### src/hdl/mltq_pkg.sv
package mltq_pkg;

    localparam int QUEUE_DEPTH_DEF = 8;
    localparam int LEVEL_COUNT_DEF = 3;

    localparam int REQ_W     = 2;
    localparam int TASK_W    = 8;
    localparam int PLEVEL_W  = 3;
    localparam int LIMIT_W   = 2;
    localparam int RUNLVL_W  = 2;

    typedef enum logic [REQ_W-1:0] {
        REQ_POST      = 2'd0,
        REQ_DEQUEUE   = 2'd1,
        REQ_SET_LEVEL = 2'd2
    } t_req_type;

endpackage

### src/hdl/mltq_if.sv
interface mltq_req_if;
    logic                            valid;
    logic                            ready;
    logic [mltq_pkg::REQ_W-1:0]      req_type;
    logic [mltq_pkg::TASK_W-1:0]     task_id;
    logic [mltq_pkg::PLEVEL_W-1:0]   post_level;
    logic [mltq_pkg::LIMIT_W-1:0]    level_limit;

    modport source (output valid, req_type, task_id, post_level, level_limit, input ready);
    modport sink   (input valid, req_type, task_id, post_level, level_limit, output ready);
endinterface

interface mltq_rsp_if;
    logic                            valid;
    logic                            ready;
    logic                            accepted;
    logic                            task_valid;
    logic [mltq_pkg::TASK_W-1:0]     task_out;
    logic [mltq_pkg::RUNLVL_W-1:0]   run_level;

    modport source (output valid, accepted, task_valid, task_out, run_level, input ready);
    modport sink   (input valid, accepted, task_valid, task_out, run_level, output ready);
endinterface

### src/hdl/multi_level_task_queue.sv
// Multilevel priority task queue.
// Requests arrive on i_req (valid/ready): post a task id to a level, dequeue
// the oldest task of the highest-priority nonempty level below a limit, or
// set the current run level. Every request gives exactly one response on
// o_rsp (valid/ready) with accepted, task_valid, task_out and run_level.
// A taken request passes the stage register r_s1, then the response register.
// One request per cycle while the receiver does not stall. Head, tail and
// fill count of each level sit in flops, so the level scan and the full
// check finish in the accept cycle; the task ids live in one RAM that takes
// one write (post) or one read (dequeue) per cycle, with registered read data.
// Reset (synchronous, active low) empties every level and sets the run level
// to the level count; the RAM needs no clearing since only filled slots are
// ever read.
// When the receiver stalls, the response register and one stage behind it
// hold their requests; i_req.ready drops once both are full.
module multi_level_task_queue #(
    parameter int QUEUE_DEPTH = mltq_pkg::QUEUE_DEPTH_DEF,
    parameter int LEVEL_COUNT = mltq_pkg::LEVEL_COUNT_DEF
) (
    input  logic       i_clk,
    input  logic       i_rst_n,
    mltq_req_if.sink   i_req,
    mltq_rsp_if.source o_rsp
);

    localparam int IW    = $clog2(QUEUE_DEPTH);
    localparam int CW    = $clog2(QUEUE_DEPTH + 1);
    localparam int LIW   = (LEVEL_COUNT > 1) ? $clog2(LEVEL_COUNT) : 1;
    localparam int LW    = $clog2(LEVEL_COUNT + 1);
    localparam int DEPTH = LEVEL_COUNT * QUEUE_DEPTH;
    localparam int AW    = $clog2(DEPTH);
    localparam int TW    = mltq_pkg::TASK_W;

    logic [IW-1:0] r_head [LEVEL_COUNT];
    logic [IW-1:0] n_head [LEVEL_COUNT];
    logic [IW-1:0] r_tail [LEVEL_COUNT];
    logic [IW-1:0] n_tail [LEVEL_COUNT];
    logic [CW-1:0] r_cnt  [LEVEL_COUNT];
    logic [CW-1:0] n_cnt  [LEVEL_COUNT];
    logic [LW-1:0] r_cur;
    logic [LW-1:0] n_cur;

    logic          r_s1_v;
    logic          r_s1_acc;
    logic          r_s1_tv;
    logic [LW-1:0] r_s1_lvl;
    logic          r_o_v;
    logic          r_o_acc;
    logic          r_o_tv;
    logic [TW-1:0] r_o_task;
    logic [LW-1:0] r_o_lvl;

    logic           req_fire;
    logic           s1_go;
    logic           pl_ok;
    logic [LIW-1:0] pl;
    logic           post_ok;
    logic [3:0]     lim4;
    logic           found;
    logic [LIW-1:0] sel;
    logic           res_acc;
    logic           res_tv;
    logic           ram_we;
    logic           ram_re;
    logic [AW-1:0]  ram_waddr;
    logic [AW-1:0]  ram_raddr;
    logic [TW-1:0]  ram_rdata;

    assign i_req.ready = !r_s1_v || !r_o_v || o_rsp.ready;
    assign req_fire    = i_req.valid && i_req.ready;
    assign s1_go       = r_s1_v && (!r_o_v || o_rsp.ready);

    always_comb begin
        n_head    = r_head;
        n_tail    = r_tail;
        n_cnt     = r_cnt;
        n_cur     = r_cur;
        res_acc   = 1'b0;
        res_tv    = 1'b0;
        ram_we    = 1'b0;
        ram_re    = 1'b0;
        found     = 1'b0;
        sel       = '0;

        pl      = i_req.post_level[LIW-1:0];
        pl_ok   = {1'b0, i_req.post_level} < 4'(LEVEL_COUNT);
        post_ok = pl_ok && (i_req.task_id != '0) && (r_cnt[pl] != CW'(QUEUE_DEPTH));

        lim4 = ({2'b00, i_req.level_limit} > 4'(LEVEL_COUNT)) ?
               4'(LEVEL_COUNT) : {2'b00, i_req.level_limit};

        // first nonempty level below the limit
        for (int l = 0; l < LEVEL_COUNT; l++) begin
            if (!found && (4'(l) < lim4) && (r_cnt[l] != '0)) begin
                found = 1'b1;
                sel   = LIW'(l);
            end
        end

        ram_waddr = AW'(int'(pl) * QUEUE_DEPTH + int'(r_tail[pl]));
        ram_raddr = AW'(int'(sel) * QUEUE_DEPTH + int'(r_head[sel]));

        if (req_fire) begin
            unique case (i_req.req_type)
                mltq_pkg::REQ_POST: begin
                    if (post_ok) begin
                        ram_we     = 1'b1;
                        res_acc    = 1'b1;
                        n_tail[pl] = (r_tail[pl] == IW'(QUEUE_DEPTH - 1)) ?
                                     '0 : r_tail[pl] + 1'b1;
                        n_cnt[pl]  = r_cnt[pl] + 1'b1;
                    end
                end
                mltq_pkg::REQ_DEQUEUE: begin
                    if (found) begin
                        ram_re      = 1'b1;
                        res_tv      = 1'b1;
                        n_head[sel] = (r_head[sel] == IW'(QUEUE_DEPTH - 1)) ?
                                      '0 : r_head[sel] + 1'b1;
                        n_cnt[sel]  = r_cnt[sel] - 1'b1;
                        n_cur       = LW'(sel);
                    end else begin
                        n_cur = LW'(lim4);
                    end
                end
                mltq_pkg::REQ_SET_LEVEL: begin
                    n_cur = LW'(lim4);
                end
                default: begin
                end
            endcase
        end
    end

    mltq_ram #(
        .WIDTH (TW),
        .DEPTH (DEPTH)
    ) u_slots (
        .i_clk   (i_clk),
        .i_we    (ram_we),
        .i_waddr (ram_waddr),
        .i_wdata (i_req.task_id),
        .i_re    (ram_re),
        .i_raddr (ram_raddr),
        .o_rdata (ram_rdata)
    );

    always_ff @(posedge i_clk) begin
        if (!i_rst_n) begin
            for (int l = 0; l < LEVEL_COUNT; l++) begin
                r_head[l] <= '0;
                r_tail[l] <= '0;
                r_cnt[l]  <= '0;
            end
            r_cur  <= LW'(LEVEL_COUNT);
            r_s1_v <= 1'b0;
            r_o_v  <= 1'b0;
        end else begin
            r_head <= n_head;
            r_tail <= n_tail;
            r_cnt  <= n_cnt;
            r_cur  <= n_cur;
            if (req_fire) begin
                r_s1_v <= 1'b1;
            end else if (s1_go) begin
                r_s1_v <= 1'b0;
            end
            if (s1_go) begin
                r_o_v <= 1'b1;
            end else if (o_rsp.ready) begin
                r_o_v <= 1'b0;
            end
        end
    end

    // payload; RAM read data holds while the stage waits, no new read until it moves
    always_ff @(posedge i_clk) begin
        if (req_fire) begin
            r_s1_acc <= res_acc;
            r_s1_tv  <= res_tv;
            r_s1_lvl <= n_cur;
        end
        if (s1_go) begin
            r_o_acc  <= r_s1_acc;
            r_o_tv   <= r_s1_tv;
            r_o_task <= r_s1_tv ? ram_rdata : '0;
            r_o_lvl  <= r_s1_lvl;
        end
    end

    assign o_rsp.valid      = r_o_v;
    assign o_rsp.accepted   = r_o_acc;
    assign o_rsp.task_valid = r_o_tv;
    assign o_rsp.task_out   = r_o_task;
    assign o_rsp.run_level  = mltq_pkg::RUNLVL_W'(r_o_lvl);

endmodule

### src/hdl/mltq_ram.sv
module mltq_ram #(
    parameter int  WIDTH = 8,
    parameter int  DEPTH = 16,
    localparam int AW    = $clog2(DEPTH)
) (
    input  logic             i_clk,
    input  logic             i_we,
    input  logic [AW-1:0]    i_waddr,
    input  logic [WIDTH-1:0] i_wdata,
    input  logic             i_re,
    input  logic [AW-1:0]    i_raddr,
    output logic [WIDTH-1:0] o_rdata
);

    logic [WIDTH-1:0] r_mem [DEPTH];
    logic [WIDTH-1:0] r_rdata;

    always_ff @(posedge i_clk) begin
        if (i_we) begin
            r_mem[i_waddr] <= i_wdata;
        end
        if (i_re) begin
            r_rdata <= r_mem[i_raddr];
        end
    end

    assign o_rdata = r_rdata;

endmodule

### src/flat_wrapper.sv
// flat-port wrapper written by rule: the top's interface ports become plain ports
module multi_level_task_queue_flat 
#(
    parameter int QUEUE_DEPTH = mltq_pkg::QUEUE_DEPTH_DEF,
    parameter int LEVEL_COUNT = mltq_pkg::LEVEL_COUNT_DEF
)
  (i_clk, i_rst_n, i_req_valid, i_req_req_type, i_req_task_id, i_req_post_level, i_req_level_limit, i_req_ready, o_rsp_valid, o_rsp_accepted, o_rsp_task_valid, o_rsp_task_out, o_rsp_run_level, o_rsp_ready);
  mltq_req_if i_req_i ();
  mltq_rsp_if o_rsp_i ();
  input  logic i_clk;
  input  logic i_rst_n;
  input wire logic [$bits(i_req_i.valid)-1:0] i_req_valid;
  input wire logic [$bits(i_req_i.req_type)-1:0] i_req_req_type;
  input wire logic [$bits(i_req_i.task_id)-1:0] i_req_task_id;
  input wire logic [$bits(i_req_i.post_level)-1:0] i_req_post_level;
  input wire logic [$bits(i_req_i.level_limit)-1:0] i_req_level_limit;
  output wire logic [$bits(i_req_i.ready)-1:0] i_req_ready;
  output wire logic [$bits(o_rsp_i.valid)-1:0] o_rsp_valid;
  output wire logic [$bits(o_rsp_i.accepted)-1:0] o_rsp_accepted;
  output wire logic [$bits(o_rsp_i.task_valid)-1:0] o_rsp_task_valid;
  output wire logic [$bits(o_rsp_i.task_out)-1:0] o_rsp_task_out;
  output wire logic [$bits(o_rsp_i.run_level)-1:0] o_rsp_run_level;
  input wire logic [$bits(o_rsp_i.ready)-1:0] o_rsp_ready;
  assign i_req_i.valid = i_req_valid;
  assign i_req_i.req_type = i_req_req_type;
  assign i_req_i.task_id = i_req_task_id;
  assign i_req_i.post_level = i_req_post_level;
  assign i_req_i.level_limit = i_req_level_limit;
  assign i_req_ready = i_req_i.ready;
  assign o_rsp_valid = o_rsp_i.valid;
  assign o_rsp_accepted = o_rsp_i.accepted;
  assign o_rsp_task_valid = o_rsp_i.task_valid;
  assign o_rsp_task_out = o_rsp_i.task_out;
  assign o_rsp_run_level = o_rsp_i.run_level;
  assign o_rsp_i.ready = o_rsp_ready;
  multi_level_task_queue #(.QUEUE_DEPTH(QUEUE_DEPTH), .LEVEL_COUNT(LEVEL_COUNT)) u_core (.i_clk(i_clk), .i_rst_n(i_rst_n), .i_req(i_req_i), .o_rsp(o_rsp_i));
endmodule
### config.mk
export PLATFORM = sky130hd
export DESIGN_NAME = multi_level_task_queue_flat
export DESIGN_NICKNAME = d
export VERILOG_FILES = /design/src/hdl/mltq_pkg.sv /design/src/hdl/mltq_if.sv /design/src/hdl/multi_level_task_queue.sv /design/src/hdl/mltq_ram.sv /design/src/flat_wrapper.sv
export SDC_FILE = /design/constraint.sdc
export NUM_CORES = 1
export LEC_CHECK = 0
export BUFFER_PORTS_ARGS = -buffer_cell sky130_fd_sc_hd__buf_2
export CAP_MARGIN = 20
export CORE_UTILIZATION = 47
export DETAILED_ROUTE_END_ITERATION = 8
export GPL_ROUTABILITY_DRIVEN = 0
export PLACE_DENSITY = 0.64
export RECOVER_POWER = 25
export SETUP_SLACK_MARGIN = 0.3
export SYNTH_ARGS = -nofsm -noshare
export SYNTH_HDL_FRONTEND = slang
export SYNTH_HIERARCHICAL = 1
export SYNTH_SLANG_ARGS = --single-unit
### constraint.sdc
create_clock -name i_clk -period 6.5 [get_ports i_clk]
set_clock_uncertainty 0.15 [all_clocks]
set_input_delay 0.65 -clock i_clk [delete_from_list [all_inputs] [get_ports i_clk]]
set_output_delay 0.65 -clock i_clk [all_outputs]
set_load 0.1 [all_outputs]
==> results.rst, run 1 <==
.. list-table::
   :header-rows: 1

   * - Metric
     - Value
   * - Commonest cells after routing, fill and taps aside
     - sky130_fd_sc_hd__edfxtp_1 (216), sky130_fd_sc_hd__mux2i_1 (62), sky130_fd_sc_hd__nor2_1 (51)
   * - Number of hold-repair buffers added at the cts stage
     - 0
   * - Crit Path Category
     - reg -> reg
   * - Number of violations reported at the end of detailed-routing iteration 0
     - 619
   * - Number of buffers between clock root and the deepest sink
     - 3
   * - Initial antenna violation count
     - 0
   * - Sinks on the clock net
     - 250
   * - RSZ-0062 raised after global routing
     - false
   * - Antenna viol nets, final
     - 0
   * - Maximum VDD drop
     - 0.170 mV
   * - Largest family of logic cells by synthesized area
     - multiplexers
   * - Cells after synthesis
     - 682
   * - Final worst path period need
     - 4.04 ns
   * - Worst EP required
     - 6.59 ns
   * - Buffers & Inverters on Critical Path
     - 1
   * - Horizontal extent of the die
     - 152 um
   * - Count of buffers added by post-CTS timing repair for setup
     - 0
   * - Signal arrival time at the worst endpoint
     - 4.14 ns
   * - Part of the power in registers
     - 0.510
   * - Layout overhead on the synthesized area
     - 11.7%
   * - Violated checks
     - design-rule violations
   * - Number of diodes
     - 0
   * - Library cell used as clock root buffer
     - sky130_fd_sc_hd__clkbuf_16
   * - Die Footprint
     - 23100 um2
   * - Via count of the first global-routing pass
     - 6203
   * - Setup slack after layout
     - 2.46 ns
   * - Type of element launching the critical path
     - flop
   * - Buffers added on ports
     - 32
   * - Cell depth of the worst hold path
     - 3
   * - Core utilization of the finished layout
     - 0.539
   * - Drt wl/cell
     - 22.9 um
   * - Share of synthesized cell area in and, or, nand and nor gates
     - 0.0851
   * - Slew Limit Fails
     - 0
   * - Placed wire-length estimate
     - 15400 um
   * - Number of warnings printed during yosys synthesis
     - 6
   * - Post-synth EDFFs
     - 216
   * - Multiplexer share of the synthesized area
     - 0.127
   * - Initial Utilization
     - 0.482
   * - Slew at the pin with the worst max-slew slack
     - 1.23 ns
   * - Clock transition at the registers of the reported paths
     - 0.06 ns
   * - Post-synth ARST share
     - 0
   * - Net load switching power
     - 0.729 mW
   * - Number of iterations in the first detailed-routing pass
     - 7
   * - Remaining Overflow, GRT
     - 0
   * - Headroom to the max-slew limit
     - 0.178
   * - Max Clk Rate
     - 247 MHz
   * - Clk Latency, worst-skew pair
     - 0.51 ns
   * - Flip-flop and latch count after synthesis
     - 250
   * - CP delay by family, top
     - compound AO/OA/AOI/OAI gates
   * - Top FF cell, synth
     - sky130_fd_sc_hd__edfxtp_1
   * - Register area share after synthesis
     - 0.677
   * - Total stage count of the critical path
     - 9
   * - Crit path max fanout
     - 25
   * - TritonCTS clock tree
     - built
   * - Run status
     - finished with violations
   * - Deepest level of the CTS H-tree
     - 1
   * - Crit share post-route
     - 0.622
   * - Leakage power of the design
     - 3.81 nW
   * - Via total after detailed routing
     - 6079
   * - Library cell appearing most often on the critical path
     - sky130_fd_sc_hd__nor2_1
   * - Post-synthesis instance area
     - 10600 um2
   * - Number of max-cap violations
     - 0
   * - Power per standard cell area
     - 292 nW/um2
   * - Min-Delay Path Class
     - in -> reg
   * - Chip height
     - 152 um
   * - Proportion of layout cells with a drive suffix above 1
     - 0.167
   * - Element type at the critical path end
     - flop
   * - Adder-cell area share of the yosys netlist
     - 0.0118
   * - Cell internal pwr
     - 2.73 mW
   * - Row count
     - 54
   * - Total nets after synthesis
     - 711
   * - Leading cell type in the layout, fill and taps excluded
     - sky130_fd_sc_hd__edfxtp_1
   * - Sw Ratio
     - 0.211
   * - Overall global routing resource usage
     - 0.203
   * - Clock buffer count from CTS
     - 25
   * - Ordered list of cells on the worst path
     - nor4_4, nor2_1, a21oi_1, nor2_1, a21oi_4, buf_4, mux4_2, o211ai_1, o311ai_1
   * - Post-Route WL
     - 23100 um
   * - Part of the power in combinational logic
     - 0.059
   * - Global-route wire length before repair
     - 36000 um
   * - Number of primary I/O pins
     - 33
   * - Hold violation count in the final report
     - 0
   * - Worst slack after detailed placement
     - 2.12 ns
   * - Final-stage net count
     - 739
   * - Fraction of power consumed by the clock network
     - 0.431
   * - DRC errors left
     - 5
   * - Maximum single-stage delay on the critical path
     - 0.76 ns
   * - Post-synthesis xor/xnor area fraction
     - 0.00414
   * - Mean area per synthesized cell
     - 15.5 um2
   * - CTS resizes
     - 0
   * - Filler instances
     - 1741
   * - Largest net degree at the start of global routing
     - 38
   * - Number of distinct library cells after synthesis
     - 59
   * - Core Footprint
     - 22000 um2
   * - Setup violation total in the final timing report
     - 0
   * - Setup TNS
     - 0 ns
   * - Synth Area in Compound Gates
     - 0.0697
   * - Vias per cell
     - 6.02
   * - Worst Reg2Reg Path Length in Cells
     - 9
   * - Cell with the biggest individual delay on the critical path
     - sky130_fd_sc_hd__a21oi_4
path summary, 6_finish.rpt:
kind,startpoint,endpoint,slack [ns]
max,u_core/r_cnt[8],u_core/u_slots/o_rdata[2],2.46
min,i_req_valid,u_core/r_s1_v,0.23
max reg2reg,u_core/r_cnt[8],u_core/u_slots/o_rdata[2],2.46
min reg2reg,u_core/r_s1_lvl[1],u_core/o_rsp.run_level[1],0.29
synth_stat cells, drive strengths merged (12+ instances only):
cell,count,area (um2)
nor2,51,191
a21oi,13,65.1
clkbuf,15,60.1
buf,23,169
and2,14,87.6
o21ai,12,60.1
mux4,32,721
mux2i,62,621
dfxtp,34,681
nand2,42,158
nand3,18,90.1
edfxtp,216,6490
a2bb2oi,13,114
kinds of logic after synthesis:
kind of cell	count (synthesis)
fa+ha+maj	10
compound gates	98
mux	94
flops	250
xor+xnor	5
buf+inv	50
simple gates	175
registers in the layout, summed over array words and instances (netlist names):
register,cells
u_core/r_s1_lvl,2
u_core/r_s1_acc,1
u_core/r_s1_tv,1
u_core/u_slots/o_rdata,8
u_core/o_rsp.valid,1
u_core/r_cnt,12
u_core/r_cur,2
u_core/r_tail,9
u_core/r_s1_v,1
u_core/o_rsp.run_level,2
u_core/o_rsp.accepted,1
u_core/u_slots/r_mem,192
u_core/o_rsp.task_out,8
u_core/r_head,9
u_core/o_rsp.task_valid,1
routing by layer:
metal	vias up	share of wire	global-route usage
li1	2725	-	-
met1	3135	0.46	0.292
met2	190	0.46	0.318
met3	29	0.061	0.0362
met4	0	0.019	0.0593
met5	-	0	0
power groups by stage:
stage	clock, mW	combinational, mW	sequential, mW
6_report	1.49	0.205	1.76
5_1_grt	1.57	0.221	1.76
4_1_cts	1.51	0.204	1.76
3_5_place_dp	0	0.203	1.80
3_3_place_gp	0	0.199	1.79
2_1_floorplan	0	0.120	1.82
area by class of cell:
type	count	area (um2)	area share
flip-flops and latches	250	7170	0.606
multi-input cells	382	3190	0.270
clock buffers	27	633	0.0535
well taps	280	350	0.0296
repair buffers	39	225	0.0190
clock inverters	19	219	0.0185
inverters	12	45.0	0.00381
stage by stage:
step | instances | hold slack [ns] | total power, mW | cell area, um2
finish | 1009 | 0.234 | 3.45 | 11800
global route | 1009 | 0.248 | 3.56 | 11800
CTS | 1007 | 0.216 | 3.48 | 11800
detailed placement | 961 | 0.276 | 2.00 | 11000
global placement | 961 | 0.259 | 1.99 | 11000
floorplan | 682 | 0.250 | 1.94 | 10600
worst register-to-register path, delay by kind of cell (launching register included):
kind / cells / cell delay, ns
multiplexers: 1 / 0.35
buffers and inverters: 1 / 0.46
flip-flops: 1 / 0.42
AO/OA/AOI/OAI: 4 / 1.76
AND/OR/NAND/NOR: 3 / 0.64
(Power assumes the default switching activity.)
==> run 2, diff against run 1 <==
PLACE_DENSITY = 0.66   (was 0.64)
clock period = 3.7 ns   (was 6.5 ns; I/O delays follow)
==> results.rst, run 2 (synthesized netlist as in run 1, its figures left out) <==
.. list-table::
   :header-rows: 1

   * - Metric
     - Value
   * - Antenna viol nets, final
     - 0
   * - Number of cells after detailed placement
     - 998
   * - Initial antenna violation count
     - 0
   * - Initial Utilization
     - 0.482
   * - DRC errors left
     - 5
   * - Commonest cells after routing, fill and taps aside
     - sky130_fd_sc_hd__edfxtp_1 (216), sky130_fd_sc_hd__mux2i_1 (62), sky130_fd_sc_hd__nor2_1 (45)
   * - Signal arrival time at the worst endpoint
     - 3.34 ns
   * - Via count of the first global-routing pass
     - 6158
   * - Die Footprint
     - 23100 um2
   * - Number of max-cap violations
     - 0
   * - TritonCTS clock tree
     - built
   * - Remaining Overflow, GRT
     - 0
   * - Setup violation total in the final timing report
     - 0
   * - Number of diodes
     - 0
   * - Final worst path period need
     - 3.25 ns
   * - Crit Path Category
     - reg -> reg
   * - Crit path max fanout
     - 8
   * - Hold violation count in the final report
     - 0
   * - Post-Route WL
     - 23300 um
   * - Leakage power of the design
     - 4.01 nW
   * - Maximum VDD drop
     - 0.302 mV
   * - Proportion of layout cells with a drive suffix above 1
     - 0.220
   * - Layout overhead on the synthesized area
     - 15.3%
   * - Setup slack after layout
     - 0.445 ns
   * - Horizontal extent of the die
     - 152 um
   * - Clk Latency, worst-skew pair
     - 0.52 ns
   * - Min-Delay Path Class
     - in -> reg
   * - Power per standard cell area
     - 491 nW/um2
   * - Headroom to the max-slew limit
     - 0.139
   * - Largest registers
     - u_core/u_slots/r_mem: 192 flops, u_core/r_cnt: 12 flops
   * - Number of violations reported at the end of detailed-routing iteration 0
     - 513
   * - Vias per cell
     - 5.93
   * - Crit share post-route
     - 0.880
   * - Leading cell type in the layout, fill and taps excluded
     - sky130_fd_sc_hd__edfxtp_1
   * - Violated checks
     - design-rule violations
   * - Overall global routing resource usage
     - 0.205
   * - Element type at the critical path end
     - flop
   * - Number of iterations in the first detailed-routing pass
     - 7
   * - Type of element launching the critical path
     - flop
   * - Global-route wire length before repair
     - 36200 um
   * - Slew at the pin with the worst max-slew slack
     - 1.29 ns
   * - Largest reg by FF count
     - u_core/u_slots/r_mem
   * - Row count
     - 54
   * - Drt wl/cell
     - 22.2 um
   * - Setup TNS
     - 0 ns
   * - Maximum single-stage delay on the critical path
     - 0.60 ns
   * - Number of standard cells in the final layout excluding fillers
     - 1052
   * - Chip height
     - 152 um
   * - Number of primary I/O pins
     - 33
   * - Cell with the biggest individual delay on the critical path
     - sky130_fd_sc_hd__or4_1
   * - Max Clk Rate
     - 307 MHz
   * - Clock buffer count from CTS
     - 26
   * - Ordered list of cells on the worst path
     - or4_1, nand4_1, o22ai_2, a2bb2oi_4, buf_4, mux4_2, o211ai_1, o311ai_1
   * - Library cell used as clock root buffer
     - sky130_fd_sc_hd__clkbuf_16
   * - Filler instances
     - 1715
   * - Worst slack after detailed placement
     - 0.251 ns
   * - Core Footprint
     - 22000 um2
   * - Worst EP required
     - 3.78 ns
   * - Sinks on the clock net
     - 250
   * - Buffers added on ports
     - 32
   * - Slew Limit Fails
     - 0
   * - Placed wire-length estimate
     - 15500 um
   * - Final total power
     - 6.00 mW
   * - Max FFs per register
     - 192
   * - Clock transition at the registers of the reported paths
     - 0.06 ns
   * - Number of buffers between clock root and the deepest sink
     - 3
   * - Final-stage net count
     - 781
   * - Run status
     - finished with violations
   * - RSZ-0062 raised after global routing
     - false
   * - Via total after detailed routing
     - 6241
   * - Deepest level of the CTS H-tree
     - 1
   * - Largest net degree at the start of global routing
     - 44
run 2: changes by cell type in the layout (fill, tap and decap cells not counted), moves of 3 or more:
cell                        delta
sky130_fd_sc_hd__clkbuf_1      +8
sky130_fd_sc_hd__nor2_1        -6
sky130_fd_sc_hd__buf_12        +4
sky130_fd_sc_hd__buf_4        +32
sky130_fd_sc_hd__nor2_4        +6
sky130_fd_sc_hd__bufinv_16     -3
run 2: power by group:
part / total, mW / switching (mW) / internal [mW]
combinational: 0.390 / 0.254 / 0.135
clock: 2.51 / 1.02 / 1.49
sequential: 3.09 / 0.0109 / 3.08
total: 6.00 / 1.29 / 4.71
run 2: what timing repair did:
item / 4_1_cts / 5_1_grt
hold buffers: 2 / 0
gates resized for setup: 2 / 3
pin swaps: 0 / 1
setup buffers: 0 / 3
endpoints found under the setup margin: 8 / 8
endpoints found under the hold margin: 2 / 0
run 2: path summary, 6_finish.rpt:
| kind | depth (start not counted) | slack (ns) | from | end |
|---|---|---|---|---|
| hold / removal | 2 | 0.18 | i_rst_n | u_core/r_cnt[0] |
| setup / recovery | 8 | 0.45 | u_core/r_cnt[0] | u_core/u_slots/o_rdata[3] |
| hold reg to reg | 0 | 0.27 | u_core/r_s1_lvl[1] | u_core/o_rsp.run_level[1] |
| setup reg to reg | 8 | 0.45 | u_core/r_cnt[0] | u_core/u_slots/o_rdata[3] |
run 2: per-layer routing:
metal	track usage	vias up	wire, um
li1	-	2812	-
met1	0.298	3166	10300
met2	0.315	221	10800
met3	0.0291	42	1540
met4	0.0724	0	696
met5	0	-	0
run 2: worst max-delay path, delay by kind of cell, from the launching register on:
family / cells / cell delay, ns
muxes: 1 / 0.54
buffers and inverters: 1 / 0.25
DFF: 1 / 0.35
and+or+nand+nor: 2 / 0.82
AOI/OAI and AO/OA: 4 / 0.86
run 2: metrics by stage:
step | area (um2) | util | hold WS (ns)
finish | 12200 | 0.556 | 0.183
global route | 12200 | 0.556 | 0.180
detailed placement | 11300 | 0.516 | 0.264
floorplan | 10600 | - | 0.250
CTS | 12200 | 0.555 | 0.0649
global placement | 11300 | 0.516 | 0.259
run 2: layout make-up:
cell class	count	area, um2	area share
flip-flops and latches	250	7170	0.587
multi-input cells	382	3270	0.267
clock buffers	35	716	0.0586
repair buffers	80	554	0.0454
well taps	280	350	0.0287
clock inverters	13	115	0.00942
inverters	12	45.0	0.00369
==> run 3, diff against run 2 <==
GPL_TIMING_DRIVEN = 0   (was unset)
==> results.rst, run 3 (synthesized netlist as in run 1, its figures left out) <==
.. list-table::
   :header-rows: 1

   * - Metric
     - Value
   * - Run status
     - finished with violations
   * - Violated checks
     - design-rule violations
   * - Power per standard cell area
     - 497 nW/um2
   * - Overall global routing resource usage
     - 0.204
   * - Sw Ratio
     - 0.213
   * - Setup TNS
     - 0 ns
   * - Cell depth of the worst hold path
     - 3
   * - Filler instances
     - 1722
   * - Largest net degree at the start of global routing
     - 26
   * - Global-route wire length before repair
     - 36200 um
   * - Vias per cell
     - 5.95
   * - Max Clk Rate
     - 297 MHz
   * - Final worst path period need
     - 3.36 ns
   * - Number of buffers between clock root and the deepest sink
     - 3
   * - Setup violation total in the final timing report
     - 0
   * - Number of violations reported at the end of detailed-routing iteration 0
     - 552
   * - Worst setup slack for register-to-register paths
     - 0.34 ns
   * - Proportion of layout cells with a drive suffix above 1
     - 0.231
   * - Post-Route WL
     - 23300 um
   * - Hold violation count in the final report
     - 0
   * - Drt wl/cell
     - 22.2 um
   * - Buffers added on ports
     - 29
   * - Slew Limit Fails
     - 0
   * - Final-stage net count
     - 777
   * - Via count of the first global-routing pass
     - 6219
   * - Chip height
     - 152 um
   * - Leakage power of the design
     - 3.98 nW
   * - Element type at the critical path end
     - flop
   * - Clk Latency, worst-skew pair
     - 0.52 ns
   * - DRC errors left
     - 6
   * - Layout overhead on the synthesized area
     - 15.8%
   * - Number of cells after detailed placement
     - 991
   * - Worst EP required
     - 3.77 ns
   * - Signal arrival time at the worst endpoint
     - 3.43 ns
   * - Part of the power in registers
     - 0.507
   * - Final instance area
     - 12300 um2
   * - Number of max-cap violations
     - 0
   * - Sinks on the clock net
     - 250
   * - Die Footprint
     - 23100 um2
   * - Worst Reg2Reg Path Length in Cells
     - 9
   * - Setup slack after layout
     - 0.337 ns
   * - Initial antenna violation count
     - 0
   * - TritonCTS clock tree
     - built
   * - Headroom to the max-slew limit
     - 0.158
   * - Horizontal extent of the die
     - 152 um
   * - Largest reg by FF count
     - u_core/u_slots/r_mem
   * - Area post-placement
     - 11100 um2
   * - Number of standard cells in the final layout excluding fillers
     - 1047
   * - Crit Path Category
     - reg -> reg
   * - Core utilization of the finished layout
     - 0.558
   * - Fraction of power consumed by the clock network
     - 0.428
   * - Core Footprint
     - 22000 um2
   * - Worst slack after detailed placement
     - -0.418 ns
   * - Hold endpoint
     - u_core/r_cnt[7]
   * - Part of the power in combinational logic
     - 0.065
   * - Row count
     - 54
   * - Commonest cells after routing, fill and taps aside
     - sky130_fd_sc_hd__edfxtp_1 (216), sky130_fd_sc_hd__mux2i_1 (57), sky130_fd_sc_hd__nand2_1 (41)
   * - Initial Utilization
     - 0.482
   * - Deepest level of the CTS H-tree
     - 1
   * - Maximum VDD drop
     - 0.296 mV
   * - Crit path max fanout
     - 10
   * - Clock transition at the registers of the reported paths
     - 0.06 ns
   * - Crit share post-route
     - 0.909
   * - Max FFs per register
     - 192
   * - Cell internal pwr
     - 4.79 mW
   * - Startpoint of the lowest-slack register-to-register path
     - u_core/r_cnt[0]
   * - Reg-to-reg endpoint
     - u_core/u_slots/o_rdata[2]
   * - Placed wire-length estimate
     - 15400 um
   * - Min-Delay Path Class
     - in -> reg
   * - Net load switching power
     - 1.30 mW
   * - Number of diodes
     - 0
   * - RSZ-0062 raised after global routing
     - true
   * - Clock buffer count from CTS
     - 25
   * - Remaining Overflow, GRT
     - 0
   * - Number of primary I/O pins
     - 33
   * - Via total after detailed routing
     - 6228
   * - Number of iterations in the first detailed-routing pass
     - 7
   * - Antenna viol nets, final
     - 0
   * - Min-Delay Startpoint
     - i_rst_n
   * - Library cell used as clock root buffer
     - sky130_fd_sc_hd__clkbuf_16
   * - Type of element launching the critical path
     - flop
   * - Largest registers
     - u_core/u_slots/r_mem: 192 flops, u_core/r_cnt: 12 flops
   * - Leading cell type in the layout, fill and taps excluded
     - sky130_fd_sc_hd__edfxtp_1
   * - Slew at the pin with the worst max-slew slack
     - 1.26 ns
## run 3: cell types whose count changed in the layout (fill, tap and decap cells not counted), sizes merged
cell / previous run / this run
bufinv: 2 / 3
buf: 69 / 49
clkbuf: 44 / 59
inv: 11 / 13
clkinv: 11 / 8
## run 3: worst max-delay path by stage
stage          cells after the start                          end                 from
6_report                           9    u_core/u_slots/o_rdata[2]      u_core/r_cnt[0]
5_1_grt                            7  u_core/u_slots/r_mem[23][0]     i_req_task_id[1]
4_1_cts                           11  u_core/u_slots/r_mem[22][1]  i_req_post_level[1]
3_5_place_dp                      11   u_core/u_slots/r_mem[2][1]  i_req_post_level[1]
3_3_place_gp                      11   u_core/u_slots/r_mem[7][1]  i_req_post_level[1]
2_1_floorplan                      7  u_core/u_slots/r_mem[20][0]   u_core/o_rsp.valid
## run 3: cell type report
| cell class | instances | area, um2 | area share |
|---|---|---|---|
| tap | 280 | 350 | 0.0286 |
| buffer | 38 | 254 | 0.0207 |
| clock buffer | 33 | 718 | 0.0586 |
| sequential | 250 | 7170 | 0.585 |
| timing repair buffer | 39 | 255 | 0.0208 |
| multi-input combinational | 382 | 3320 | 0.271 |
| clock inverter | 13 | 144 | 0.0117 |
| inverter | 12 | 45.0 | 0.00367 |
## run 3: repair_timing
action | CTS | global route
pin swaps | 2 | 5
gates resized for setup | 10 | 36
setup buffers | 2 | 5
endpoints found under the setup margin | 143 | 200
hold buffers | 2 | 0
endpoints found under the hold margin | 2 | 0
## run 3: power groups by stage
| stage | Sequential [mW] | Combinational [mW] | Clock (mW) |
|---|---|---|---|
| after global routing | 3.09 | 0.422 | 2.77 |
| after floorplan | 3.20 | 0.212 | 0 |
| after detailed placement | 3.15 | 0.379 | 0 |
| after CTS | 3.09 | 0.387 | 2.66 |
| final | 3.09 | 0.396 | 2.61 |
| after global placement | 3.15 | 0.369 | 0 |
## run 3: critical path, stage by stage, from the launching register on
cell                        delay (ns)
sky130_fd_sc_hd__dfxtp_1          0.36
sky130_fd_sc_hd__or4_1            0.59
sky130_fd_sc_hd__nand4_1          0.20
sky130_fd_sc_hd__o22ai_1          0.12
sky130_fd_sc_hd__a2bb2oi_2        0.21
sky130_fd_sc_hd__buf_6            0.18
sky130_fd_sc_hd__buf_8            0.18
sky130_fd_sc_hd__mux4_2           0.52
sky130_fd_sc_hd__o211ai_1         0.34
sky130_fd_sc_hd__o311ai_1         0.21
## run 3: per-layer routing
layer,vias up,track usage,routed length [um],share of wire
met5,-,0,0,0
met4,0,0.0607,596,0.026
met3,46,0.0280,1440,0.062
met2,242,0.328,11100,0.48
met1,3138,0.289,10200,0.44
li1,2802,-,-,-
## run 3: stage by stage
stage / total power [mW] / hold WS, ns
5_1_grt: 6.28 / 0.217
6_report: 6.10 / 0.200
2_1_floorplan: 3.41 / 0.250
3_3_place_gp: 3.52 / 0.259
4_1_cts: 6.14 / 0.160
3_5_place_dp: 3.53 / 0.257
